## src/rtl/pse_pkg.sv

```systemverilog
package pse_pkg;

	localparam int unsigned DIM_W = 15;

	localparam logic [DIM_W-1:0] DIM_MAX = 15'd16384;
	localparam logic [15:0] STORED_BLOCK_MAX = 16'hFFFF;
	localparam logic [15:0] ADLER_MOD = 16'd65521;
	localparam logic [31:0] CRC_POLY = 32'hEDB88320;
	localparam logic [31:0] CRC_INIT = 32'hFFFFFFFF;

	// last byte position of each framing sequence
	localparam logic [5:0] HEAD_LAST = 6'd42;
	localparam logic [5:0] TAIL_LAST = 6'd19;
	localparam logic [5:0] BLKHDR_LAST = 6'd4;

	// configuration register indexes
	localparam logic REG_WIDTH = 1'b0;
	localparam logic REG_HEIGHT = 1'b1;

	// one classified pixel byte
	typedef struct packed {
		logic [7:0] data;
		logic first;
		logic row_start;
		logic last;
	} item_t;

	typedef enum logic [2:0] {
		ST_NEXT,
		ST_HEAD,
		ST_FILTER,
		ST_PIXEL,
		ST_TAIL
	} step_t;

	function automatic logic [31:0] crc_update(input logic [31:0] crc, input logic [7:0] b);
		logic [31:0] c;
		c = crc ^ {24'd0, b};
		for (int k = 0; k < 8; k++) begin
			c = c[0] ? ((c >> 1) ^ CRC_POLY) : (c >> 1);
		end
		return c;
	endfunction

endpackage

```

## src/rtl/png_stored_stream_encoder_unit.sv

```systemverilog
// Path: a pixel byte passes through the queue and the output register to out_byte; the
// first byte of a file is preceded by the signature, IHDR and IDAT header, each stored
// block by its block header, each row by a filter byte, and the last byte is followed by
// the trailer. The queue keeps taking items while the back emits framing bytes.
// Throughput: the back sequencer emits one byte per cycle while out_byte is empty or popped.
// Reset (arst_n, asynchronous, active low): empties queue and output, width and height 1.
module png_stored_stream_encoder_unit
	import pse_pkg::*;
(
	input  logic             clk,
	input  logic             arst_n,
	input  logic             push,
	output logic             full,
	input  logic [7:0]       pixel_byte,
	input  logic             cfg_we,
	input  logic             cfg_index,
	input  logic [DIM_W-1:0] cfg_data,
	output logic             empty,
	input  logic             pop,
	output logic [7:0]       out_byte,
	output logic             file_end
);

	// accepted item from the front, classified
	item_t            f_item, q_item;
	logic             take, q_valid, q_pop;
	logic [DIM_W-1:0] width, height;
	logic [30:0]      raw_len;
	logic [31:0]      idat_len;

	assign take = push && !full;

	// front: hold the dimensions, count columns and rows, mark file start, row start
	// and file end; also work out the raw and IDAT lengths ahead of the first item
	pse_front u_front (
		.clk        (clk),
		.arst_n     (arst_n),
		.take       (take),
		.pixel_byte (pixel_byte),
		.cfg_we     (cfg_we),
		.cfg_index  (cfg_index),
		.cfg_data   (cfg_data),
		.item       (f_item),
		.width      (width),
		.height     (height),
		.raw_len    (raw_len),
		.idat_len   (idat_len)
	);

	// short queue so the front keeps taking items while the back inserts framing
	pse_queue u_queue (
		.clk     (clk),
		.arst_n  (arst_n),
		.wr      (take),
		.wr_item (f_item),
		.full    (full),
		.rd      (q_pop),
		.rd_item (q_item),
		.valid   (q_valid)
	);

	// back: emit one byte per cycle while the output can take it, advance CRC-32 and Adler-32,
	// drop the item from the queue once its last byte is out
	pse_back u_back (
		.clk        (clk),
		.arst_n     (arst_n),
		.item       (q_item),
		.item_valid (q_valid),
		.item_pop   (q_pop),
		.width      (width),
		.height     (height),
		.raw_len    (raw_len),
		.idat_len   (idat_len),
		.pop        (pop),
		.empty      (empty),
		.out_byte   (out_byte),
		.file_end   (file_end)
	);

`ifndef SYNTHESIS
	// the back never drops an item that the queue does not hold
	a_pop_valid: assert property (@(posedge clk) disable iff (!arst_n)
		q_pop |-> q_valid)
		else $error("item dropped from empty queue");

	// an accepted item is waiting in the queue in the next cycle
	a_take_held: assert property (@(posedge clk) disable iff (!arst_n)
		take |=> q_valid)
		else $error("accepted item lost");

	// the release of the last item registers a byte marked as file end on the output
	a_end_pop: assert property (@(posedge clk) disable iff (!arst_n)
		(q_pop && q_item.last) |=> (!empty && file_end))
		else $error("file end not marked");
`endif

endmodule

```

## src/rtl/pse_front.sv

```systemverilog
module pse_front
	import pse_pkg::*;
(
	input  logic              clk,
	input  logic              arst_n,
	input  logic              take,
	input  logic [7:0]        pixel_byte,
	input  logic              cfg_we,
	input  logic              cfg_index,
	input  logic [DIM_W-1:0]  cfg_data,
	output item_t             item,
	output logic [DIM_W-1:0]  width,
	output logic [DIM_W-1:0]  height,
	output logic [30:0]       raw_len,
	output logic [31:0]       idat_len
);

	logic [DIM_W-1:0] width_q, height_q, clamped;
	logic             in_file_q;
	logic [16:0]      col_q, col_next, width4;
	logic [DIM_W-1:0] row_q;
	logic [15:0]      row_next;
	logic             row_end, last;

	logic [31:0] raw_s1, raw_s2, y_s2;
	logic [16:0] q0_s2, q_fix;
	logic [32:0] y_sum, prod, rem;
	logic [31:0] y_full, idat_q;

	always_comb begin
		if (cfg_data == '0) begin
			clamped = 15'd1;
		end else if (cfg_data > DIM_MAX) begin
			clamped = DIM_MAX;
		end else begin
			clamped = cfg_data;
		end
	end

	always_ff @(posedge clk or negedge arst_n) begin
		if (!arst_n) begin
			width_q <= 15'd1;
			height_q <= 15'd1;
		end else if (cfg_we && !in_file_q) begin
			case (cfg_index)
				REG_WIDTH:  width_q <= clamped;
				REG_HEIGHT: height_q <= clamped;
				default:    width_q <= width_q;
			endcase
		end
	end

	// classify: start of file, start of row, last byte of file
	assign width4 = {width_q, 2'b00};
	assign col_next = col_q + 17'd1;
	assign row_end = (col_next >= width4);
	assign row_next = {1'b0, row_q} + 16'd1;
	assign last = row_end && (row_next >= {1'b0, height_q});

	assign item.data = pixel_byte;
	assign item.first = !in_file_q;
	assign item.row_start = (col_q == '0);
	assign item.last = last;

	always_ff @(posedge clk or negedge arst_n) begin
		if (!arst_n) begin
			in_file_q <= 1'b0;
			col_q <= '0;
			row_q <= '0;
		end else if (take) begin
			in_file_q <= !last;
			col_q <= row_end ? 17'd0 : col_next;
			if (row_end) begin
				row_q <= last ? '0 : row_next[DIM_W-1:0];
			end
		end
	end

	// raw length h*(4w+1), then ceil(raw/65535) blocks, then IDAT length
	assign y_full = raw_s1 + {16'd0, STORED_BLOCK_MAX - 16'd1};
	assign y_sum = {1'b0, y_full} + {17'd0, y_full[31:16]};
	assign prod = {q0_s2, 16'd0} - {16'd0, q0_s2};
	assign rem = {1'b0, y_s2} - prod;
	assign q_fix = (rem >= {17'd0, STORED_BLOCK_MAX}) ? q0_s2 + 17'd1 : q0_s2;

	always_ff @(posedge clk) begin
		raw_s1 <= {17'd0, height_q} * {15'd0, width4 + 17'd1};
		raw_s2 <= raw_s1;
		y_s2 <= y_full;
		q0_s2 <= y_sum[32:16];
		idat_q <= raw_s2 + {13'd0, q_fix, 2'b00} + {15'd0, q_fix} + 32'd6;
	end

	assign width = width_q;
	assign height = height_q;
	assign raw_len = raw_s2[30:0];
	assign idat_len = idat_q;

endmodule

```

## src/rtl/pse_queue.sv

```systemverilog
module pse_queue
	import pse_pkg::*;
(
	input  logic  clk,
	input  logic  arst_n,
	input  logic  wr,
	input  item_t wr_item,
	output logic  full,
	input  logic  rd,
	output item_t rd_item,
	output logic  valid
);

	item_t      mem_q [4];
	logic [1:0] wptr_q, rptr_q;
	logic [2:0] cnt_q;

	always_ff @(posedge clk) begin
		if (wr) begin
			mem_q[wptr_q] <= wr_item;
		end
	end

	always_ff @(posedge clk or negedge arst_n) begin
		if (!arst_n) begin
			wptr_q <= '0;
			rptr_q <= '0;
			cnt_q <= '0;
		end else begin
			if (wr) wptr_q <= wptr_q + 2'd1;
			if (rd) rptr_q <= rptr_q + 2'd1;
			cnt_q <= cnt_q + {2'd0, wr} - {2'd0, rd};
		end
	end

	assign rd_item = mem_q[rptr_q];
	assign valid = (cnt_q != '0);
	assign full = cnt_q[2];

endmodule

```

## src/rtl/pse_back.sv

```systemverilog
module pse_back
	import pse_pkg::*;
(
	input  logic             clk,
	input  logic             arst_n,
	input  item_t            item,
	input  logic             item_valid,
	output logic             item_pop,
	input  logic [DIM_W-1:0] width,
	input  logic [DIM_W-1:0] height,
	input  logic [30:0]      raw_len,
	input  logic [31:0]      idat_len,
	input  logic             pop,
	output logic             empty,
	output logic [7:0]       out_byte,
	output logic             file_end
);

	step_t       step_q, step_d, cur;
	logic [5:0]  pos_q, pos_d;
	logic [31:0] crc_q, crc_d, crc_out;
	logic [15:0] lo_q, hi_q, lo_d, hi_d, blk_q, blk_d, blk_len;
	logic [30:0] raw_q, raw_d;
	logic [16:0] lo_sum, hi_sum;
	logic [15:0] lo_n;
	logic [31:0] w32, h32, adler;
	logic [7:0]  byte_d, rawb;
	logic        end_d, crc_en, crc_init, out_ready, emit;
	logic        ovalid_q;
	logic [7:0]  obyte_q;
	logic        oend_q;

	assign w32 = {17'd0, width};
	assign h32 = {17'd0, height};
	assign crc_out = ~crc_q;
	assign adler = {hi_q, lo_q};
	assign blk_len = (raw_q < {15'd0, STORED_BLOCK_MAX}) ? raw_q[15:0] : STORED_BLOCK_MAX;
	assign rawb = (cur == ST_FILTER) ? 8'd0 : item.data;

	assign lo_sum = {1'b0, lo_q} + {9'd0, rawb};
	assign lo_n = (lo_sum >= {1'b0, ADLER_MOD}) ? lo_sum[15:0] - ADLER_MOD : lo_sum[15:0];
	assign hi_sum = {1'b0, hi_q} + {1'b0, lo_n};

	assign out_ready = !ovalid_q || pop;
	assign emit = item_valid && out_ready;

	always_comb begin
		if (step_q == ST_NEXT) begin
			cur = item.first ? ST_HEAD : (item.row_start ? ST_FILTER : ST_PIXEL);
		end else begin
			cur = step_q;
		end

		step_d = cur;
		pos_d = pos_q + 6'd1;
		byte_d = 8'd0;
		end_d = 1'b0;
		crc_en = 1'b0;
		crc_init = 1'b0;
		item_pop = 1'b0;
		lo_d = lo_q;
		hi_d = hi_q;
		blk_d = blk_q;
		raw_d = raw_q;

		case (cur)
			ST_HEAD: begin
				case (pos_q)
					6'd0:  byte_d = 8'h89;
					6'd1:  byte_d = 8'h50;
					6'd2:  byte_d = 8'h4E;
					6'd3:  byte_d = 8'h47;
					6'd4:  byte_d = 8'h0D;
					6'd5:  byte_d = 8'h0A;
					6'd6:  byte_d = 8'h1A;
					6'd7:  byte_d = 8'h0A;
					6'd11: byte_d = 8'd13;
					6'd12: byte_d = 8'h49;
					6'd13: byte_d = 8'h48;
					6'd14: byte_d = 8'h44;
					6'd15: byte_d = 8'h52;
					6'd16: byte_d = w32[31:24];
					6'd17: byte_d = w32[23:16];
					6'd18: byte_d = w32[15:8];
					6'd19: byte_d = w32[7:0];
					6'd20: byte_d = h32[31:24];
					6'd21: byte_d = h32[23:16];
					6'd22: byte_d = h32[15:8];
					6'd23: byte_d = h32[7:0];
					6'd24: byte_d = 8'd8;
					6'd25: byte_d = 8'd6;
					6'd29: byte_d = crc_out[31:24];
					6'd30: byte_d = crc_out[23:16];
					6'd31: byte_d = crc_out[15:8];
					6'd32: byte_d = crc_out[7:0];
					6'd33: byte_d = idat_len[31:24];
					6'd34: byte_d = idat_len[23:16];
					6'd35: byte_d = idat_len[15:8];
					6'd36: byte_d = idat_len[7:0];
					6'd37: byte_d = 8'h49;
					6'd38: byte_d = 8'h44;
					6'd39: byte_d = 8'h41;
					6'd40: byte_d = 8'h54;
					6'd41: byte_d = 8'h78;
					6'd42: byte_d = 8'h01;
					default: byte_d = 8'd0;
				endcase
				crc_en = (pos_q >= 6'd12 && pos_q <= 6'd28) || (pos_q >= 6'd37);
				crc_init = (pos_q == 6'd11) || (pos_q == 6'd36);
				if (pos_q == HEAD_LAST) begin
					pos_d = '0;
					step_d = item.row_start ? ST_FILTER : ST_PIXEL;
					raw_d = raw_len;
					blk_d = '0;
					lo_d = 16'd1;
					hi_d = '0;
				end
			end
			ST_FILTER, ST_PIXEL: begin
				crc_en = 1'b1;
				if (blk_q == '0) begin
					case (pos_q)
						6'd0: byte_d = {7'd0, raw_q <= {15'd0, STORED_BLOCK_MAX}};
						6'd1: byte_d = blk_len[7:0];
						6'd2: byte_d = blk_len[15:8];
						6'd3: byte_d = ~blk_len[7:0];
						default: byte_d = ~blk_len[15:8];
					endcase
					if (pos_q == BLKHDR_LAST) begin
						pos_d = '0;
						blk_d = blk_len;
					end
				end else begin
					byte_d = rawb;
					pos_d = '0;
					lo_d = lo_n;
					hi_d = (hi_sum >= {1'b0, ADLER_MOD}) ? hi_sum[15:0] - ADLER_MOD
						: hi_sum[15:0];
					blk_d = blk_q - 16'd1;
					raw_d = raw_q - 31'd1;
					if (cur == ST_FILTER) begin
						step_d = ST_PIXEL;
					end else if (item.last) begin
						step_d = ST_TAIL;
					end else begin
						step_d = ST_NEXT;
						item_pop = emit;
					end
				end
			end
			ST_TAIL: begin
				case (pos_q)
					6'd0:  byte_d = adler[31:24];
					6'd1:  byte_d = adler[23:16];
					6'd2:  byte_d = adler[15:8];
					6'd3:  byte_d = adler[7:0];
					6'd4:  byte_d = crc_out[31:24];
					6'd5:  byte_d = crc_out[23:16];
					6'd6:  byte_d = crc_out[15:8];
					6'd7:  byte_d = crc_out[7:0];
					6'd12: byte_d = 8'h49;
					6'd13: byte_d = 8'h45;
					6'd14: byte_d = 8'h4E;
					6'd15: byte_d = 8'h44;
					6'd16: byte_d = crc_out[31:24];
					6'd17: byte_d = crc_out[23:16];
					6'd18: byte_d = crc_out[15:8];
					6'd19: byte_d = crc_out[7:0];
					default: byte_d = 8'd0;
				endcase
				crc_en = (pos_q <= 6'd3) || (pos_q >= 6'd12 && pos_q <= 6'd15);
				crc_init = (pos_q == 6'd11);
				if (pos_q == TAIL_LAST) begin
					end_d = 1'b1;
					pos_d = '0;
					step_d = ST_NEXT;
					item_pop = emit;
				end
			end
			default: step_d = ST_NEXT;
		endcase

		if (crc_init) begin
			crc_d = CRC_INIT;
		end else if (crc_en) begin
			crc_d = crc_update(crc_q, byte_d);
		end else begin
			crc_d = crc_q;
		end
	end

	always_ff @(posedge clk or negedge arst_n) begin
		if (!arst_n) begin
			step_q <= ST_NEXT;
			pos_q <= '0;
			crc_q <= CRC_INIT;
			lo_q <= 16'd1;
			hi_q <= '0;
			blk_q <= '0;
			raw_q <= '0;
		end else if (emit) begin
			step_q <= step_d;
			pos_q <= pos_d;
			crc_q <= crc_d;
			lo_q <= lo_d;
			hi_q <= hi_d;
			blk_q <= blk_d;
			raw_q <= raw_d;
		end
	end

	always_ff @(posedge clk or negedge arst_n) begin
		if (!arst_n) begin
			ovalid_q <= 1'b0;
		end else if (out_ready) begin
			ovalid_q <= emit;
		end
	end

	always_ff @(posedge clk) begin
		if (emit) begin
			obyte_q <= byte_d;
			oend_q <= end_d;
		end
	end

	assign empty = !ovalid_q;
	assign out_byte = obyte_q;
	assign file_end = oend_q;

endmodule
```

## config.mk

```make
export PLATFORM = sky130hd
export DESIGN_NAME = png_stored_stream_encoder_unit
export DESIGN_NICKNAME = d
export VERILOG_FILES = /design/src/rtl/pse_pkg.sv /design/src/rtl/png_stored_stream_encoder_unit.sv /design/src/rtl/pse_front.sv /design/src/rtl/pse_queue.sv /design/src/rtl/pse_back.sv
export SDC_FILE = /design/constraint.sdc
export NUM_CORES = 2
export LEC_CHECK = 0
export BUFFER_PORTS_ARGS = -buffer_cell sky130_fd_sc_hd__buf_2
export CORE_ASPECT_RATIO = 0.7
export CORE_MARGIN = 2
export CORE_UTILIZATION = 60
export CTS_BUF_LIST = sky130_fd_sc_hd__clkbuf_8 sky130_fd_sc_hd__clkbuf_16
export DETAILED_ROUTE_END_ITERATION = 10
export PLACE_DENSITY = 0.82
export SKIP_LAST_GASP = 1
export SYNTH_ARGS = -nofsm -noshare
export SYNTH_HDL_FRONTEND = slang
export SYNTH_SLANG_ARGS = --single-unit
export TNS_END_PERCENT = 10
```

## constraint.sdc

```tcl
create_clock -name clk -period 25.7 [get_ports clk]
set_clock_uncertainty 0.05 [all_clocks]
set_input_delay 2.57 -clock clk [delete_from_list [all_inputs] [get_ports clk]]
set_output_delay 2.57 -clock clk [all_outputs]
set_load 0.02 [all_outputs]
```

==> impl_results.md <==
- WL/cell: roughly 22 um
- Vias in the first global route: 26700
- Die width: 284 um
- Tcrit/Tclk final: around two fifths
- Final global-route overflow total: 0
- Io pins: 40
- CTS tree: done
- Initial DRC count: 3949
- Post-synth top area cell: fa_1
- # clock sinks: a little under 400
- Avg Inst Size Synth: between 8 and 9 sq um
- Slowest cell on crit path: dfrtp_1
- Cells after Synth: 3730
- Critical path startpoint category: flop
- Standard-cell row count: 71
- Status: completed
- Asr flop ratio synth: 49.2%
- CP Launch Point: u_queue.rptr_q[0]
- Slew margin rel.: 22.5%
- Total Routing Usage GR: 34.5%
- GP Congestion: 1.04
- Post-synth cell types: 93
- Core ar.: 54000 sq um
- Nets: around 4200
- First-pass GRT wire length: 154000 um
- Mapped Area: 32900 sq um
- Remaining antenna violation count after routing: 0
- Max-Cap Viols: 0
- Synth-to-Final Area Change: 5.90%
- Post-cts resize count: 0
- Initial DRT Pass Iterations: 7
- Max stage delay on crit path: 840 ps
- Crit path to: u_back.hi_q[7]
- Yosys warnings: 0
- Routed vias: approximately 28000
- Pre-CTS setup slack: 15840 ps
- Crit Path Category: reg -> reg
- Via density: ~6.4
- Syn nets: 4259
- Top FF cell, synth: dfrtp_1
- Worst-margin pin slew: about 1200 ps
- Initial Util: ~61%
- CP required: 26100 ps
- Number of flops mapped to enable cells by yosys: 53
- Critical Path Fanout Max: 13
- Layout cells sized above 1: about 5.5%
- Crit path time final: 10100 ps
- WP data arrival: 10500 ps
- TritonCTS Buffers: 38
- Setup_tns: 0 ps
- Final-report setup violation count: 0
- Hpwl dp: 74400 um
- DRC Markers: 0
- Hold Crit Class: reg -> reg
- Post-synth top area share: 12.1%
- IO buf count: 39
- Final worst setup slack: 15600 ps
- Reg clk slew, reported paths: about 70 ps
- Htree depth: 2
- Fin. max-slew vios: 0
- Clk_lat worst skew: 560 ps
- Cells taking the most area after synthesis: fa_1 12%, dfrtp_1 12%, ha_1 11%, dfxtp_1 8.8%, edfxtp_1 4.8%
- Seq/Total Area, Yosys: 28.2%
- Post-CTS Setup Bufs: 0
- Longest Clk Path Bufs: 3
- Worst r2r path cells: 33
- Routed wire length: 98500 um
- RSZ-0062 raised after global routing: no
- Maximum clock frequency: 0.0990 GHz
- Reg2reg start: u_queue.rptr_q[0]
- Die Y: 200 um
- Final hold vios: 0
- Initial antenna violation count: 2
- CTS Hold Bufs: 0
- FF-to-FF setup slack: 15600 ps
- Clk root buf: clkbuf_16
- Die ar.: 56800 sq um
- Utilization after layout: between 60% and 70%
- FF+latch count, synth: between 300 and 400
- Reg2reg end: u_back.hi_q[7]
- Critical Path Sink Type: flop
- Largest net degree at the start of global routing: 85
worst min path at each step:
stage | startpoint | end | slack (ps) | cells past startpoint
2_1_floorplan | u_front.raw_s1[17] | u_front.raw_s2[17] | 280 | 0
3_3_place_gp | u_front.raw_s1[12] | u_front.raw_s2[12] | 310 | 0
3_5_place_dp | u_front.raw_s1[31] | u_front.raw_s2[31] | 320 | 0
4_1_cts | u_front.raw_s1[12] | u_front.raw_s2[12] | 330 | 0
5_1_grt | u_front.raw_s1[31] | u_front.raw_s2[31] | 340 | 0
6_report | u_front.raw_s1[12] | u_front.raw_s2[12] | 320 | 0
layout by cell type (no fill, tap or decap), drive strengths merged, types with 37 or more instances in the layout:
master and n:
edfxtp 53, dfxtp 144, a21oi 177, xor2 96
and3 37, o21ai 227, dfrtp 156, nor4 39
nor3 76, nand3 106, and2 42, buf 59
nand2b 47, xnor2 179, a21o 51, nor2 328
inv 403, clkbuf 45, nand2 367, ha 301
fa 199
state kept, by name, summed over array words and instances, names as in the netlist, 2 cells and up:
name              flops
u_front.idat_len     32
u_queue.rptr_q        2
u_back.out_byte       8
u_back.hi_q          16
u_back.crc_q         32
u_back.pos_q          6
u_back.step_q         3
u_front.q0_s2        17
u_queue.wptr_q        2
u_queue.cnt_q         3
u_front.col_q        17
u_front.raw_s1       32
u_front.y_s2         31
u_queue.mem_q        44
u_front.width        15
u_back.raw_q         31
u_back.blk_q         16
u_front.row_q        15
u_front.raw_s2       32
u_back.lo_q          16
u_front.height       15
cell usage after synthesis (47+ instances only):
| library cell | count |
|---|---|
| a21o_1 | 51 |
| a21oi_1 | 177 |
| clkbuf_1 | 109 |
| dfrtp_1 | 156 |
| dfxtp_1 | 144 |
| edfxtp_1 | 53 |
| fa_1 | 199 |
| ha_1 | 301 |
| inv_1 | 389 |
| nand2_1 | 367 |
| nand2b_1 | 47 |
| nand3_1 | 106 |
| nor2_1 | 328 |
| nor3_1 | 72 |
| o21ai_0 | 226 |
| xnor2_1 | 178 |
| xor2_1 | 90 |
kinds of logic (layout without fill, tap and decap cells):
logic type | Yosys count | after routing | share of synthesized area, %
adders and majority gates | 500 | 500 | 23.5
xor gates and xnor gates | 275 | 275 | 7.57
and+or+nand+nor | 1206 | 1206 | 17.6
DFF | 388 | 388 | 28.2
other | 0 | 1 | 0
buffers and inverters | 536 | 520 | 6.27
muxes | 35 | 35 | 1.50
AOI/OAI and AO/OA | 790 | 790 | 15.4
per-layer routing:
layer	track usage [%]	part of all wire [%]	vias to the layer above
li1	-	-	12800
met1	51.8	44	13700
met2	48.8	40	1766
met3	9.61	14	222
met4	8.42	2.6	2
met5	0	0.013	-
layout make-up:
class,instances,area (sq um)
Clock inverter,22,185
Inverter,394,1480
Fill cell,4436,19100
Multi-Input combinational cell,2806,21600
Sequential cell,388,9300
Timing Repair Buffer,60,362
Antenna cell,1,2.50
Clock buffer,44,1040
Tap cell,730,913
metrics by stage:
stage                     cell area (sq um)  cells  hold WS, ps
final                                 34900   4445          325
after global routing                  34900   4444          335
after CTS                             34900   4444          330
after detailed placement              33700   4378          322
after global placement                33700   4378          315
after floorplan                       32900   3730          279
worst max-delay path, delay by kind of cell (launching register included):
| kind | cells | cell delay (ps) |
|---|---|---|
| flops | 1 | 840 |
| fa+ha+maj | 4 | 1230 |
| compound gates | 12 | 3410 |
| mux | 1 | 620 |
| buf+inv | 3 | 400 |
| simple gates | 10 | 2480 |
| xor+xnor | 3 | 970 |
Power is not shown: default switching activity piles up to over one toggle a cycle in this logic, so the estimate is an artifact.
